File: src/rtl/mfr_pkg.sv
// shared types, constants and crc helpers of the ms/tp frame receiver
package mfr_pkg;

	localparam int COUNTER_WIDTH_DEF = 32;
	localparam int CNT_OUT_W         = 32;
	localparam int HDR_BYTES         = 5;

	localparam logic [7:0]  SYNC_BYTE     = 8'h55;
	localparam logic [7:0]  FLAG_BYTE     = 8'hFF;
	localparam logic [7:0]  CRC8_POLY     = 8'h81;
	localparam logic [7:0]  CRC8_INIT     = 8'hFF;
	localparam logic [15:0] CRC16_POLY    = 16'h8408;
	localparam logic [15:0] CRC16_INIT    = 16'hFFFF;
	localparam logic [15:0] MAX_LEN_RESET = 16'd2000;

	typedef logic [2:0] evt_code_t;

	localparam evt_code_t EV_NONE        = 3'd0;
	localparam evt_code_t EV_HDR_NODATA  = 3'd1;
	localparam evt_code_t EV_HDR_CRCERR  = 3'd2;
	localparam evt_code_t EV_HDR_DATA    = 3'd3;
	localparam evt_code_t EV_DATA        = 3'd4;
	localparam evt_code_t EV_FRAME_OK    = 3'd5;
	localparam evt_code_t EV_DATA_CRCERR = 3'd6;

	// one received byte with its preamble class
	typedef struct packed {
		logic [7:0] data;
		logic       is_sync;
		logic       is_flag;
	} rx_item_t;

	// handshake between front queue and back end
	typedef struct packed {
		logic     valid;
		rx_item_t item;
	} q_head_t;

	function automatic logic [7:0] crc8_update(input logic [7:0] crc, input logic [7:0] b);
		logic [7:0] c;
		c = crc ^ b;
		for (int i = 0; i < 8; i++) begin
			c = c[0] ? ((c >> 1) ^ CRC8_POLY) : (c >> 1);
		end
		return c;
	endfunction

	function automatic logic [15:0] crc16_update(input logic [15:0] crc, input logic [7:0] b);
		logic [15:0] c;
		c = crc ^ {8'h00, b};
		for (int i = 0; i < 8; i++) begin
			c = c[0] ? ((c >> 1) ^ CRC16_POLY) : (c >> 1);
		end
		return c;
	endfunction

endpackage

File: src/rtl/mfr_front.sv
// front end: byte acceptance, preamble classification and two-entry queue
module mfr_front (
	input  logic             clk,
	input  logic             arst_n,
	input  logic             in_valid,
	output logic             in_stall,
	input  logic [7:0]       rx_byte_in,
	output mfr_pkg::q_head_t head,
	input  logic             pop
);

	mfr_pkg::rx_item_t slot_q [2];
	logic              wr_ptr_q;
	logic              rd_ptr_q;
	logic [1:0]        count_q;
	logic              push;
	logic              do_pop;
	mfr_pkg::rx_item_t cls;

	assign in_stall = (count_q == 2'd2);
	assign push     = in_valid && !in_stall;
	assign do_pop   = pop && (count_q != 2'd0);

	always_comb begin
		cls.data    = rx_byte_in;
		cls.is_sync = (rx_byte_in == mfr_pkg::SYNC_BYTE);
		cls.is_flag = (rx_byte_in == mfr_pkg::FLAG_BYTE);
	end

	assign head.valid = (count_q != 2'd0);
	assign head.item  = slot_q[rd_ptr_q];

	always_ff @(posedge clk) begin
		if (push) begin
			slot_q[wr_ptr_q] <= cls;
		end
	end

	always_ff @(posedge clk or negedge arst_n) begin
		if (!arst_n) begin
			wr_ptr_q <= 1'b0;
			rd_ptr_q <= 1'b0;
			count_q  <= 2'd0;
		end else begin
			if (push) begin
				wr_ptr_q <= ~wr_ptr_q;
			end
			if (do_pop) begin
				rd_ptr_q <= ~rd_ptr_q;
			end
			case ({push, do_pop})
				2'b10:   count_q <= count_q + 2'd1;
				2'b01:   count_q <= count_q - 2'd1;
				default: count_q <= count_q;
			endcase
		end
	end

endmodule

File: src/rtl/mfr_back.sv
// back end: frame state machine, crc checks, counters and result register
module mfr_back #(
	parameter int COUNTER_WIDTH = mfr_pkg::COUNTER_WIDTH_DEF
) (
	input  logic                         clk,
	input  logic                         arst_n,
	input  mfr_pkg::q_head_t             head,
	output logic                         pop,
	input  logic                         cfg_valid,
	input  logic [15:0]                  cfg_data,
	output logic                         out_valid,
	input  logic                         out_stall,
	output mfr_pkg::evt_code_t           event_code,
	output logic [7:0]                   data_byte_out,
	output logic [7:0]                   frame_kind,
	output logic [7:0]                   dest_station,
	output logic [7:0]                   src_station,
	output logic [15:0]                  frame_data_length,
	output logic [mfr_pkg::CNT_OUT_W-1:0] count_frames,
	output logic [mfr_pkg::CNT_OUT_W-1:0] count_tokens,
	output logic [mfr_pkg::CNT_OUT_W-1:0] count_data_frames,
	output logic [mfr_pkg::CNT_OUT_W-1:0] count_header_errors,
	output logic [mfr_pkg::CNT_OUT_W-1:0] count_data_errors
);

	localparam logic [2:0] PH_IDLE     = 3'd0;
	localparam logic [2:0] PH_PREAMBLE = 3'd1;
	localparam logic [2:0] PH_HEADER   = 3'd2;
	localparam logic [2:0] PH_DATA     = 3'd3;
	localparam logic [2:0] PH_CRC16    = 3'd4;

	localparam int CNT_FRAMES   = 0;
	localparam int CNT_TOKENS   = 1;
	localparam int CNT_DATA     = 2;
	localparam int CNT_HDR_ERR  = 3;
	localparam int CNT_DATA_ERR = 4;

	localparam logic [COUNTER_WIDTH-1:0] CNT_MAX = {COUNTER_WIDTH{1'b1}};

	logic [15:0]              max_len_q;
	logic [2:0]               phase_q, phase_n;
	logic [2:0]               hcount_q, hcount_n;
	logic [7:0]               hcrc_q, hcrc_n;
	logic [7:0]               hfield_q [mfr_pkg::HDR_BYTES];
	logic                     hfield_we;
	logic [15:0]              dcount_q, dcount_n;
	logic [15:0]              dcrc_q, dcrc_n;
	logic [7:0]               crc_lo_q, crc_lo_n;
	logic                     crc_idx_q, crc_idx_n;
	logic [COUNTER_WIDTH-1:0] cnt_q [5];
	logic [4:0]               bump;
	mfr_pkg::evt_code_t       ev_n, ev_q;
	logic [7:0]               dout_n, dout_q;
	logic                     out_valid_q;
	logic [7:0]               b;
	logic [15:0]              hdr_len;

	assign b       = head.item.data;
	assign hdr_len = {hfield_q[3], hfield_q[4]};
	assign pop     = head.valid && (!out_valid_q || !out_stall);

	always_comb begin
		phase_n   = phase_q;
		hcount_n  = hcount_q;
		hcrc_n    = hcrc_q;
		hfield_we = 1'b0;
		dcount_n  = dcount_q;
		dcrc_n    = dcrc_q;
		crc_lo_n  = crc_lo_q;
		crc_idx_n = crc_idx_q;
		bump      = 5'b00000;
		ev_n      = mfr_pkg::EV_NONE;
		dout_n    = 8'h00;
		case (phase_q)
			PH_IDLE: begin
				if (head.item.is_sync) begin
					phase_n = PH_PREAMBLE;
				end
			end
			PH_PREAMBLE: begin
				if (head.item.is_flag) begin
					phase_n  = PH_HEADER;
					hcount_n = 3'd0;
					hcrc_n   = mfr_pkg::CRC8_INIT;
				end else if (!head.item.is_sync) begin
					phase_n = PH_IDLE;
				end
			end
			PH_HEADER: begin
				if (hcount_q < 3'(mfr_pkg::HDR_BYTES)) begin
					hfield_we = 1'b1;
					hcrc_n    = mfr_pkg::crc8_update(hcrc_q, b);
					hcount_n  = hcount_q + 3'd1;
				end else begin
					hcount_n = 3'd0;
					phase_n  = PH_IDLE;
					if (~hcrc_q == b) begin
						bump[CNT_FRAMES] = 1'b1;
						bump[CNT_TOKENS] = (hfield_q[0] == 8'h00);
						if (hdr_len != 16'd0 && hdr_len <= max_len_q) begin
							phase_n  = PH_DATA;
							dcount_n = 16'd0;
							dcrc_n   = mfr_pkg::CRC16_INIT;
							ev_n     = mfr_pkg::EV_HDR_DATA;
						end else begin
							ev_n = mfr_pkg::EV_HDR_NODATA;
						end
					end else begin
						bump[CNT_HDR_ERR] = 1'b1;
						ev_n              = mfr_pkg::EV_HDR_CRCERR;
					end
				end
			end
			PH_DATA: begin
				ev_n     = mfr_pkg::EV_DATA;
				dout_n   = b;
				dcrc_n   = mfr_pkg::crc16_update(dcrc_q, b);
				dcount_n = dcount_q + 16'd1;
				if (dcount_n == hdr_len) begin
					phase_n   = PH_CRC16;
					crc_idx_n = 1'b0;
				end
			end
			default: begin
				if (!crc_idx_q) begin
					crc_lo_n  = b;
					crc_idx_n = 1'b1;
				end else begin
					if (~dcrc_q == {b, crc_lo_q}) begin
						bump[CNT_DATA] = 1'b1;
						ev_n           = mfr_pkg::EV_FRAME_OK;
					end else begin
						bump[CNT_DATA_ERR] = 1'b1;
						ev_n               = mfr_pkg::EV_DATA_CRCERR;
					end
					crc_idx_n = 1'b0;
					phase_n   = PH_IDLE;
				end
			end
		endcase
	end

	always_ff @(posedge clk or negedge arst_n) begin
		if (!arst_n) begin
			max_len_q   <= mfr_pkg::MAX_LEN_RESET;
			phase_q     <= PH_IDLE;
			hcount_q    <= 3'd0;
			hcrc_q      <= mfr_pkg::CRC8_INIT;
			dcount_q    <= 16'd0;
			dcrc_q      <= mfr_pkg::CRC16_INIT;
			crc_lo_q    <= 8'h00;
			crc_idx_q   <= 1'b0;
			out_valid_q <= 1'b0;
			for (int i = 0; i < mfr_pkg::HDR_BYTES; i++) begin
				hfield_q[i] <= 8'h00;
			end
			for (int i = 0; i < 5; i++) begin
				cnt_q[i] <= '0;
			end
		end else begin
			if (cfg_valid) begin
				max_len_q <= cfg_data;
			end
			if (pop) begin
				phase_q   <= phase_n;
				hcount_q  <= hcount_n;
				hcrc_q    <= hcrc_n;
				dcount_q  <= dcount_n;
				dcrc_q    <= dcrc_n;
				crc_lo_q  <= crc_lo_n;
				crc_idx_q <= crc_idx_n;
				if (hfield_we) begin
					hfield_q[hcount_q] <= b;
				end
				for (int i = 0; i < 5; i++) begin
					if (bump[i] && cnt_q[i] != CNT_MAX) begin
						cnt_q[i] <= cnt_q[i] + COUNTER_WIDTH'(1);
					end
				end
				out_valid_q <= 1'b1;
			end else if (!out_stall) begin
				out_valid_q <= 1'b0;
			end
		end
	end

	always_ff @(posedge clk) begin
		if (pop) begin
			ev_q   <= ev_n;
			dout_q <= dout_n;
		end
	end

	// state only moves when a result is loaded, so it mirrors the held result
	assign out_valid           = out_valid_q;
	assign event_code          = ev_q;
	assign data_byte_out       = dout_q;
	assign frame_kind          = hfield_q[0];
	assign dest_station        = hfield_q[1];
	assign src_station         = hfield_q[2];
	assign frame_data_length   = hdr_len;
	assign count_frames        = mfr_pkg::CNT_OUT_W'(cnt_q[CNT_FRAMES]);
	assign count_tokens        = mfr_pkg::CNT_OUT_W'(cnt_q[CNT_TOKENS]);
	assign count_data_frames   = mfr_pkg::CNT_OUT_W'(cnt_q[CNT_DATA]);
	assign count_header_errors = mfr_pkg::CNT_OUT_W'(cnt_q[CNT_HDR_ERR]);
	assign count_data_errors   = mfr_pkg::CNT_OUT_W'(cnt_q[CNT_DATA_ERR]);

endmodule

File: src/rtl/mstp_frame_receiver_core.sv
// top level of the ms/tp frame receiver
//
// input channel: one received byte per request on rx_byte_in, taken when
//   in_valid is high and in_stall is low
// output channel: exactly one result per byte (event, data byte, current
//   header fields, five saturating counters), taken when out_valid is high
//   and out_stall is low
// config channel: cfg_data writes max_data_length when cfg_valid is high;
//   cfg_ready is always high, write only while the block is idle
// path: a byte is written into the front queue, then popped into the back end
//   and its result loaded into the result register
// throughput: one byte per cycle while the receiver does not stall; the crc
//   update and frame state machine in the back end are combinational
// reset: phase idle, header fields and counters cleared, limit 2000,
//   both channels empty
// receiver stall: the result register holds, the back end stops popping,
//   the two-entry queue fills and in_stall rises once it is full
module mstp_frame_receiver_core #(
	parameter int COUNTER_WIDTH = mfr_pkg::COUNTER_WIDTH_DEF
) (
	input  logic                          clk,
	input  logic                          arst_n,
	input  logic                          in_valid,
	output logic                          in_stall,
	input  logic [7:0]                    rx_byte_in,
	input  logic                          cfg_valid,
	output logic                          cfg_ready,
	input  logic [15:0]                   cfg_data,
	output logic                          out_valid,
	input  logic                          out_stall,
	output logic [2:0]                    event_code,
	output logic [7:0]                    data_byte_out,
	output logic [7:0]                    frame_kind,
	output logic [7:0]                    dest_station,
	output logic [7:0]                    src_station,
	output logic [15:0]                   frame_data_length,
	output logic [mfr_pkg::CNT_OUT_W-1:0] count_frames,
	output logic [mfr_pkg::CNT_OUT_W-1:0] count_tokens,
	output logic [mfr_pkg::CNT_OUT_W-1:0] count_data_frames,
	output logic [mfr_pkg::CNT_OUT_W-1:0] count_header_errors,
	output logic [mfr_pkg::CNT_OUT_W-1:0] count_data_errors
);

	mfr_pkg::q_head_t head;
	logic             pop;

	// the limit register has no side effects, so a write is always taken
	assign cfg_ready = 1'b1;

	// front: classify each byte against the preamble and queue it
	mfr_front u_front (
		.clk        (clk),
		.arst_n     (arst_n),
		.in_valid   (in_valid),
		.in_stall   (in_stall),
		.rx_byte_in (rx_byte_in),
		.head       (head),
		.pop        (pop)
	);

	// back: frame sequencing, crc checks, counters and the result register
	mfr_back #(
		.COUNTER_WIDTH (COUNTER_WIDTH)
	) u_back (
		.clk                 (clk),
		.arst_n              (arst_n),
		.head                (head),
		.pop                 (pop),
		.cfg_valid           (cfg_valid && cfg_ready),
		.cfg_data            (cfg_data),
		.out_valid           (out_valid),
		.out_stall           (out_stall),
		.event_code          (event_code),
		.data_byte_out       (data_byte_out),
		.frame_kind          (frame_kind),
		.dest_station        (dest_station),
		.src_station         (src_station),
		.frame_data_length   (frame_data_length),
		.count_frames        (count_frames),
		.count_tokens        (count_tokens),
		.count_data_frames   (count_data_frames),
		.count_header_errors (count_header_errors),
		.count_data_errors   (count_data_errors)
	);

endmodule

File: config.mk
export PLATFORM = sky130hd
export DESIGN_NAME = mstp_frame_receiver_core
export DESIGN_NICKNAME = d
export VERILOG_FILES = /design/src/rtl/mfr_pkg.sv /design/src/rtl/mfr_front.sv /design/src/rtl/mfr_back.sv /design/src/rtl/mstp_frame_receiver_core.sv
export SDC_FILE = /design/constraint.sdc
export NUM_CORES = 1
export LEC_CHECK = 0
export BUFFER_PORTS_ARGS = -buffer_cell sky130_fd_sc_hd__buf_2
export CAP_MARGIN = 10
export CELL_PAD_IN_SITES_DETAIL_PLACEMENT = 0
export CELL_PAD_IN_SITES_GLOBAL_PLACEMENT = 1
export CORE_MARGIN = 3
export CORE_UTILIZATION = 48
export CTS_CLUSTER_DIAMETER = 120
export CTS_CLUSTER_SIZE = 25
export DETAILED_ROUTE_END_ITERATION = 10
export HOLD_SLACK_MARGIN = 0.06
export PLACE_DENSITY_LB_ADDON = 0.05
export SLEW_MARGIN = 30
export SYNTH_ARGS = -nofsm -noshare
export SYNTH_HDL_FRONTEND = slang
export SYNTH_SLANG_ARGS = --single-unit
File: constraint.sdc
create_clock -name clk -period 8.5 [get_ports clk]
set_clock_uncertainty 0.05 [all_clocks]
set_input_delay 2.55 -clock clk [delete_from_list [all_inputs] [get_ports clk]]
set_output_delay 2.55 -clock clk [all_outputs]
set_load 0.01 [all_outputs]
**After elaboration in Yosys (flattened, before gate mapping)**

Memories as Yosys holds them, arrays and structs flattened.
Index checks and enable logic that the tools add are counted.
W data, S select, Z words.

- Add/sub/neg operators: 9
- Magnitude comparators: 4
- Equality and inequality tests: 25
- Muxes and demuxes: 70
- Bitwise gates (word level): 26
- Reduce and logical (&&, ||, !) cells: 37

Operator list:

| kind | count |
|---|---|
| $mux W16 | 14 |
| $add A32 B1 Y32 const B | 5 |
| $ne A32 B32 Y1 const B | 5 |
| $mux W8 | 11 |
| $pmux W16 S2 | 2 |
| $bwmux W40 | 1 |
| $mux W3 | 11 |
| $eq A16 B16 Y1 | 2 |
| $demux W8 S3 | 1 |
| $not A2 Y3 | 8 |
| $mux W1 | 17 |
| $add A16 B1 Y16 const B | 1 |
| $le A16 B16 Y1 | 1 |
| $not A1 Y2 | 8 |
| $not A16 Y16 | 1 |
| $pmux W8 S2 | 1 |
| $reduce_bool A16 Y1 | 1 |
| $xor A16 B8 Y16 | 1 |
| $mux W2 | 7 |
| $ne A2 B1 Y1 const B | 6 |
| $pmux W3 S4 | 1 |
| $reduce_and A2 Y1 | 6 |
| $logic_and A1 B1 Y1 | 10 |
| $pmux W3 S3 | 1 |
| 35 further kinds | 49 |

- Register bits after elaboration: 287
- Memory bits (writable): 20
- Input bits: 29
- Output and inout port bits: 214
- Logic and storage cells: 196
- Memories kept: 1

Memories:

| memory | depth | bits a word | rd ports | clocked after memory_dff | write ports | RTL line | text |
|---|---|---|---|---|---|---|---|
| u_front.slot_q | 2 | 10 | 1 | 0 | 1 | mfr_front.sv:12 | `mfr_pkg::rx_item_t slot_q [2];` |

**Depth between registers and ports, before layout**

Gate-level depths: netlist of run 1.
An unclocked memory read counts as a cell.

- Depth after elaboration: 20
- Gate-level depth with buffers: 11
- Mapped depth without buffers: 10

**Cells and area by module**

A second synthesis of run 1 with hierarchy kept.

- Cells, all modules: 1339
- Area, all modules: 15006.9 um^2

By module, submodules not included:

| module | times used | cells each | area each (um^2) | seq. area each (um^2) |
|---|---|---|---|---|
| mfr_back | 1 | 1283 | 14051.0 | 7174.4 |
| mfr_front | 1 | 54 | 944.7 | 700.7 |
| mstp_frame_receiver_core | 1 | 2 | 11.3 | 0.0 |

**Worst setup path before layout of run 1**

Ideal clock, no wire load.

- Path type: input port to flip-flop
- From: input out_stall
- To: register u_back.hfield_q (netlist bit u_back.frame_data_length[11])
- Library setup time: 0.141 ns
- Arrival: 4.319 ns
- Data required time: 8.309 ns
- Setup slack: 3.989 ns
- Stages on the path: 7
- Path buffers: 1
- Path through: o2bb2ai_1 -> clkinv_1 -> nand2_1 -> nor2_1 -> nand3_1 -> clkbuf_1 -> o21ai_0

- Longest elaborated chain between the ends: 4

RTL lines:

| item | RTL line | text |
|---|---|---|
| start, declared | mstp_frame_receiver_core.sv:30 | `input logic out_stall,` |
| $logic_not A1 Y1 | mfr_back.sv:60 | `assign pop = head.valid && (!out_valid_q \|\| !out_stall);` |
| $logic_or A1 B1 Y1 | mfr_back.sv:60 |  |
| $logic_and A1 B1 Y1 | mfr_back.sv:60 |  |
| net pop | mstp_frame_receiver_core.sv:45 | `logic pop;` |
| $reduce_and A2 Y1 (no source line) | - |  |
| end signal, assigned by index | mfr_back.sv:155 | `hfield_q[i] <= 8'h00;` |
| end signal, assigned by index | mfr_back.sv:173 | `hfield_q[hcount_q] <= b;` |
| end, declared | mfr_back.sv:44 | `logic [7:0] hfield_q [mfr_pkg::HDR_BYTES];` |

The timed path passes the listed nets, and every way through them passes these cells.
A chain may end at the register's enable or synchronous reset.

**Worst setup path after layout of run 1**

- From: input out_stall
- To: register u_back.hfield_q (netlist bit u_back.frame_data_length[13])

The elaborated chain is that of the path after synthesis.

==> flow_summary_export.csv, run 1 <==
group,metric,value,unit
timing,relSlewSlack,0.420,
synth,synth_nets,1432,
cts,cts_setup_buffers,0,
timing,hold_violations,0,
cells_and_area,final_util,0.563,
global_route,grt_pass1_vias,10535,
synth,yosys_most_used_dff,"dfrtp_1",
cts,cts.clk_slew.worst_paths,0.11,ns
critical_path,worstPathRequired,8.83,ns
timing,fin_crit,4.70,ns
cells_and_area,antennaDiodeCount,0,
cts,clock_path_buffers,3,
outcome,outcome,"completed",
power_and_ir_drop,peakVddDrop,177,µV
cts,cts_root_buf,"clkbuf_16",
critical_path,crit_arrival,5.03,ns
synth,synth-async-reset-ratio,0.899,
cells_and_area,fillers,2669,
min_path,hold_path_class,"flop to flop",
timing,period_share,0.553,
cts,clk_latency,0.51,ns
global_route,grt_overflow_total,0,
drt,drtIter0Drc,482,
timing,worst-slew-pin-transition,0.866,ns
power_and_ir_drop,leakagePower,0.00788,µW
cells_and_area,syn2layout_area_growth,14.3,%
timing,fmax,0.213,GHz
placement,placed_area,16400,µm²
critical_path,cp-start-kind,"input port",
cts,clock-sinks,307,
synth,synth_cell_types,81,
synth,syn-cell-area,14800,µm²
synth,ys_ff_latch,307,
power_and_ir_drop,power_density,289,nW/µm²
critical_path,cp-end-kind,"flop",
timing,slew_violations,0,
synth,ys_seq_area_frac,0.532,
timing,setup_viol,0,
cts,cts_buffers,16,
synth,syn-mean-instance-area,10.7,µm²
drt,drc,0,
global_route,grt_max_degree,119,
die,die_y,182,µm
cts,hold_buffers,0,
synth,synthCells,1379,
min_path,min_from,"u_back.count_header_errors[31]",
drt,dr.pass1.iters,5,
die,core-area,30000,µm²
global_route,grt_pass1_wl,57700,µm
synth,synth-edff-count,31,
placement,place_congestion,0.799,
die,io_pins,243,
critical_path,regToRegStartpoint,"u_front.rd_ptr_q",
global_route,grt.total_usage,0.212,
cts,htreeDepth,1,
global_route,antenna_found_initial,0,
placement,place.port_buffers,241,
die,rows,63,
cts,cts_tree,"done",
timing,setup-tns-final,0,ns
die,design.die.area,33000,µm²
die,die_w,182,µm
die,start_util,0.493,
critical_path,worstSetupPathType,"input port to flop",
cells_and_area,stdcell_area,16900,µm²
timing,rsz0062_at_grt,"false",
critical_path,critPathMaxFanout,19,
placement,hpwl,25200,µm
placement,placed_cells,1979,
job,maxCapViolCount,0,
synth,ys_warn_count,0,
cells_and_area,drive_gt1_frac,0.216,
critical_path,cp-startpoint,"out_stall",
cells_and_area,fin_nets,1661,
drt,avgViaCountPerCell,5.37,
cts,post_cts_resized,0,
drt,vias,10773,
drt,routed_wl,35500,µm
drt,ant_nets,0,
drt,wire_per_inst,17.7,µm
cells_and_area,finalNonFillerCells,2008,
==> path summary, 6_finish.rpt <==
| path | end | depth (start not counted) | slack (ns) |
|---|---|---|---|
| worst min register to register | u_back.count_header_errors[31] | 1 | 0.44 |
| worst max register to register | u_back.dcrc_q[0] | 8 | 4.30 |
| max in group asynchronous | u_back.count_header_errors[28] | 2 | 5.42 |
| worst max-delay path | u_back.frame_data_length[13] | 7 | 3.80 |
| min in group asynchronous | u_back.dcount_q[4] | 1 | 1.83 |
| worst min-delay path | u_back.count_header_errors[31] | 1 | 0.44 |
==> flip-flops by register name, indices dropped and copies added, names as in the netlist, 16 cells and up <==
name / flops
u_back.dcrc_q: 16
u_back.count_tokens: 32
u_back.frame_data_length: 16
u_front.slot_q: 20
u_back.count_data_errors: 32
u_back.max_len_q: 16
u_back.count_header_errors: 32
u_back.count_frames: 32
u_back.count_data_frames: 32
u_back.dcount_q: 16
==> kinds of logic (layout without fill, tap and decap cells) <==
family                   after synthesis  after routing  synth area share
AND/OR/NAND/NOR                      539            539             0.192
flip-flops                           307            307             0.532
XOR/XNOR                             237            237             0.145
AO/OA/AOI/OAI                        181            181            0.0749
buffers and inverters                 73            312            0.0209
adder cells (fa/ha/maj)               24             24            0.0203
multiplexers                          17             17            0.0154
other                                  1              1          0.000253
==> where the power goes <==
part           switching [µW]  internal, µW
sequential                308          1800
clock                     486           384
combinational            1070           838
total                    1860          3020
==> cell usage in the layout (no fill, tap or decap), types with 4 or more instances in the layout <==
cell type,instances
xnor2_2,4
buf_4,11
nor3b_1,4
a21o_1,4
nand2b_1,7
nor4_1,17
nor2_2,5
dfrtp_1,246
mux2_2,6
buf_2,240
mux2i_1,6
o21ai_0,59
a21oi_1,57
and2_1,11
edfxtp_1,31
xor2_1,61
dfstp_2,30
o21a_1,4
nor3_2,7
ha_1,24
nor3_1,22
a2bb2oi_1,16
and3_1,31
nand4_1,60
xnor2_1,169
clkbuf_16,17
and4_1,26
nand3_1,71
a31oi_1,11
nor2_1,110
inv_1,30
clkbuf_1,10
nand2_1,141
==> through the flow <==
stage / hold slack, ns / power [µW] / setup WS, ns
final: 0.439 / 4890 / 3.80
after CTS: 0.441 / 4930 / 3.82
after floorplan: 0.400 / 3470 / 3.99
after detailed placement: 0.426 / 4040 / 3.26
after global placement: 0.410 / 4020 / 3.37
after global routing: 0.462 / 5220 / 3.43
==> metal layers <==
metal / vias to the layer above / track usage / part of all wire
met5: - / 0 / 0
met4: 0 / 0.0408 / 0.017
met1: 5231 / 0.301 / 0.46
met3: 42 / 0.0371 / 0.051
met2: 217 / 0.347 / 0.47
li1: 5283 / - / -
==> synth_stat cells (all sizes together) (23+ instances only) <==
library cell  instances  area, µm²
dfrtp               246       6160
xnor2               174       1570
nand2               141        529
nor2                116        448
nand3                73        383
nand4                62        400
o21ai                62        314
xor2                 62        551
a21oi                57        285
and3                 31        194
edfxtp               31        931
dfstp                30        788
inv                  30        113
nor3                 29        180
clkbuf               27        103
and4                 26        228
ha                   24        300
nor4                 23        208
==> critical path, stage by stage <==
cell	delay, ns
buf_2	0.10
o2bb2ai_1	0.38
clkinv_1	0.79
nand2_1	0.51
nor2_1	0.16
nand3_1	0.40
o21ai_0	0.15
==> cell type report <==
| cell class | instances | area, µm² | area share |
|---|---|---|---|
| Sequential cell | 307 | 7880 | 0.465 |
| Multi-Input combinational cell | 999 | 6630 | 0.392 |
| Clock buffer | 27 | 463 | 0.0274 |
| Timing Repair Buffer | 253 | 1330 | 0.0784 |
| Tap cell | 390 | 488 | 0.0288 |
| Clock inverter | 1 | 20.0 | 0.00118 |
| Inverter | 31 | 116 | 0.00688 |
(Power assumes the default switching activity.)
==> run 2: changes to the inputs <==
--- a/config.mk
+++ b/config.mk
@@ -10,7 +10,7 @@
 export CELL_PAD_IN_SITES_DETAIL_PLACEMENT = 0
 export CELL_PAD_IN_SITES_GLOBAL_PLACEMENT = 1
 export CORE_MARGIN = 3
-export CORE_UTILIZATION = 48
+export CORE_UTILIZATION = 45
 export CTS_CLUSTER_DIAMETER = 120
 export CTS_CLUSTER_SIZE = 25
 export DETAILED_ROUTE_END_ITERATION = 10
==> constraint.sdc (replaced) <==
create_clock -name clk -period 4.4 [get_ports clk]
set_clock_uncertainty 0.05 [all_clocks]
set_input_delay 1.32 -clock clk [delete_from_list [all_inputs] [get_ports clk]]
set_output_delay 1.32 -clock clk [all_outputs]
set_load 0.01 [all_outputs]
==> run 2 against run 1 <==
Net effect:
- via count is 1.1% higher
- highest routed layer is now met5
- flip-flop and latch count did not move
- critical endpoint is now u_back.count_data_errors[28]
- non-clock buffer count is 11 higher
- clock-buffer cell count did not move
==> flow_summary_export.csv, run 2 (synthesis results as in run 1) <==
group,metric,value,unit
outcome,outcome,"completed",
timing,slew_violations,0,
die,die_y,187,µm
critical_path,crit_chain,"buf_4 -> mux2i_4 -> buf_4 -> xnor2_1 -> nand4_1 -> nor4_1 -> buf_4 -> and3b_1 -> nand2_1 -> nor4_1 -> xor2_1",
cells_and_area,layout.cells.most_common,"dfrtp_1",
cells_and_area,syn2layout_area_growth,15.3,%
cells_and_area,fillers,2938,
placement,place.port_buffers,241,
power_and_ir_drop,peakVddDrop,385,µV
critical_path,critPathMaxFanout,11,
cells_and_area,antennaDiodeCount,0,
power_and_ir_drop,seq_power_share,0.428,
placement,place_congestion,0.799,
placement,hpwl,26300,µm
job,maxCapViolCount,0,
power_and_ir_drop,power_frac_clock,0.178,
timing,setup_viol,0,
drt,avgViaCountPerCell,5.28,
cells_and_area,drive_gt1_frac,0.222,
die,core-area,32000,µm²
timing,fmax,0.278,GHz
drt,drtIter0Drc,486,
cts,post_cts_resized,0,
timing,setup-tns-final,0,ns
critical_path,worstPathRequired,4.74,ns
critical_path,cp-start-kind,"flop",
die,start_util,0.463,
power_and_ir_drop,leakagePower,0.00794,µW
die,rows,65,
die,die_w,187,µm
timing,worst-slew-pin-transition,0.822,ns
power_and_ir_drop,p_comb_frac,0.393,
cts,cts_root_buf,"clkbuf_16",
timing,fin_crit,3.59,ns
die,io_pins,243,
drt,ant_nets,0,
cells_and_area,register_area,7880,µm²
critical_path,crit_arrival,3.94,ns
drt,dr.pass1.iters,5,
cts,htreeDepth,1,
critical_path,cp-end-kind,"flop",
timing,period_share,0.817,
cts,hold_buffers,0,
cts,cts_setup_buffers,0,
timing,relSlewSlack,0.450,
drt,vias,10890,
global_route,grt_pass1_vias,10606,
drt,wire_per_inst,17.6,µm
cells_and_area,fin_nets,1672,
cts,clk_latency,0.52,ns
cts,clock-sinks,307,
global_route,grt_max_degree,98,
cts,cts.clk_slew.worst_paths,0.10,ns
global_route,antenna_found_initial,2,
cts,clock_path_buffers,3,
global_route,grt_overflow_total,0,
critical_path,cp_slowest_cell,"dfrtp_1",
drt,drc,0,
global_route,grt_pass1_wl,59000,µm
cts,cts_buffers,16,
cells_and_area,mostFrequentLayoutCells,"246 x dfrtp_1, 240 x buf_2, 169 x xnor2_1",
power_and_ir_drop,power.switching,3610,µW
die,design.die.area,35100,µm²
critical_path,crit_path_frequent_cell,"buf_4",
power_and_ir_drop,power_density,557,nW/µm²
cells_and_area,multi_input_area,6640,µm²
power_and_ir_drop,finalPower,9500,µW
power_and_ir_drop,intPower,5890,µW
drt,routed_wl,36300,µm
min_path,hold_path_class,"flop to flop",
global_route,grt.total_usage,0.203,
critical_path,worstSetupPathType,"flop to flop",
timing,rsz0062_at_grt,"false",
power_and_ir_drop,switching_share,0.380,
cts,cts_tree,"done",
critical_path,cpPeakStageDelay,0.80,ns
timing,hold_violations,0,
run 2: cell types whose count changed in the layout (fill, tap and decap cells not counted):
cell / change
buf_4: +10
buf_12: +2
buf_16: -1
mux2i_1: -1
mux2i_2: +1
run 2: cell type report:
| type | instances | area share |
|---|---|---|
| well taps | 435 | 0.0319 |
| repair buffers | 264 | 0.0828 |
| flip-flops and latches | 307 | 0.461 |
| clock inverters | 1 | 0.00117 |
| multi-input cells | 999 | 0.389 |
| clock buffers | 27 | 0.0271 |
| inverters | 31 | 0.00682 |
run 2: critical path: cells and delay by family (launching register included):
| kind | cells | cell delay (ns) |
|---|---|---|
| and+or+nand+nor | 5 | 1.37 |
| muxes | 1 | 0.24 |
| buffers and inverters | 3 | 0.68 |
| xor gates and xnor gates | 2 | 0.31 |
| DFF | 1 | 0.80 |
run 2: through the flow:
| stage | cells | setup slack (ns) | hold WS [ns] | cell area [µm²] | util |
|---|---|---|---|---|---|
| 3_3_place_gp | 2036 | 0.736 | 0.410 | 16600 | 0.519 |
| 4_1_cts | 2064 | 0.715 | 0.432 | 17100 | 0.534 |
| 5_1_grt | 2064 | 0.557 | 0.462 | 17100 | 0.534 |
| 3_5_place_dp | 2036 | 0.646 | 0.418 | 16600 | 0.519 |
| 6_report | 2064 | 0.805 | 0.428 | 17100 | 0.534 |
| 2_1_floorplan | 1379 | 1.12 | 0.400 | 14800 | - |
run 2: path summary, 6_finish.rpt:
| path | from | endpoint | slack, ns | cells past startpoint |
|---|---|---|---|---|
| setup / recovery | u_front.rd_ptr_q | u_back.count_data_errors[28] | 0.81 | 11 |
| hold / removal | u_back.hcrc_q[7] | u_back.hcrc_q[7] | 0.43 | 2 |
| setup reg to reg | u_front.rd_ptr_q | u_back.count_data_errors[28] | 0.81 | 11 |
| hold reg to reg | u_back.hcrc_q[7] | u_back.hcrc_q[7] | 0.43 | 2 |
| max in group asynchronous | arst_n | u_back.hcrc_q[3] | 2.54 | 2 |
| min in group asynchronous | arst_n | u_back.max_len_q[11] | 0.74 | 1 |
run 2: per-layer routing:
layer	wire, µm	up-vias	GRT usage
li1	-	5303	-
met1	16800	5337	0.287
met3	1800	32	0.0377
met2	17100	214	0.333
met5	30	-	0
met4	605	4	0.0343
run 2: power groups by stage:
stage	clock, µW	combinational [µW]	sequential [µW]
after global placement	0	3710	4130
after global routing	1850	4130	4150
after detailed placement	0	3760	4130
after floorplan	0	2690	4010
final	1690	3740	4070
after CTS	1760	3780	4080
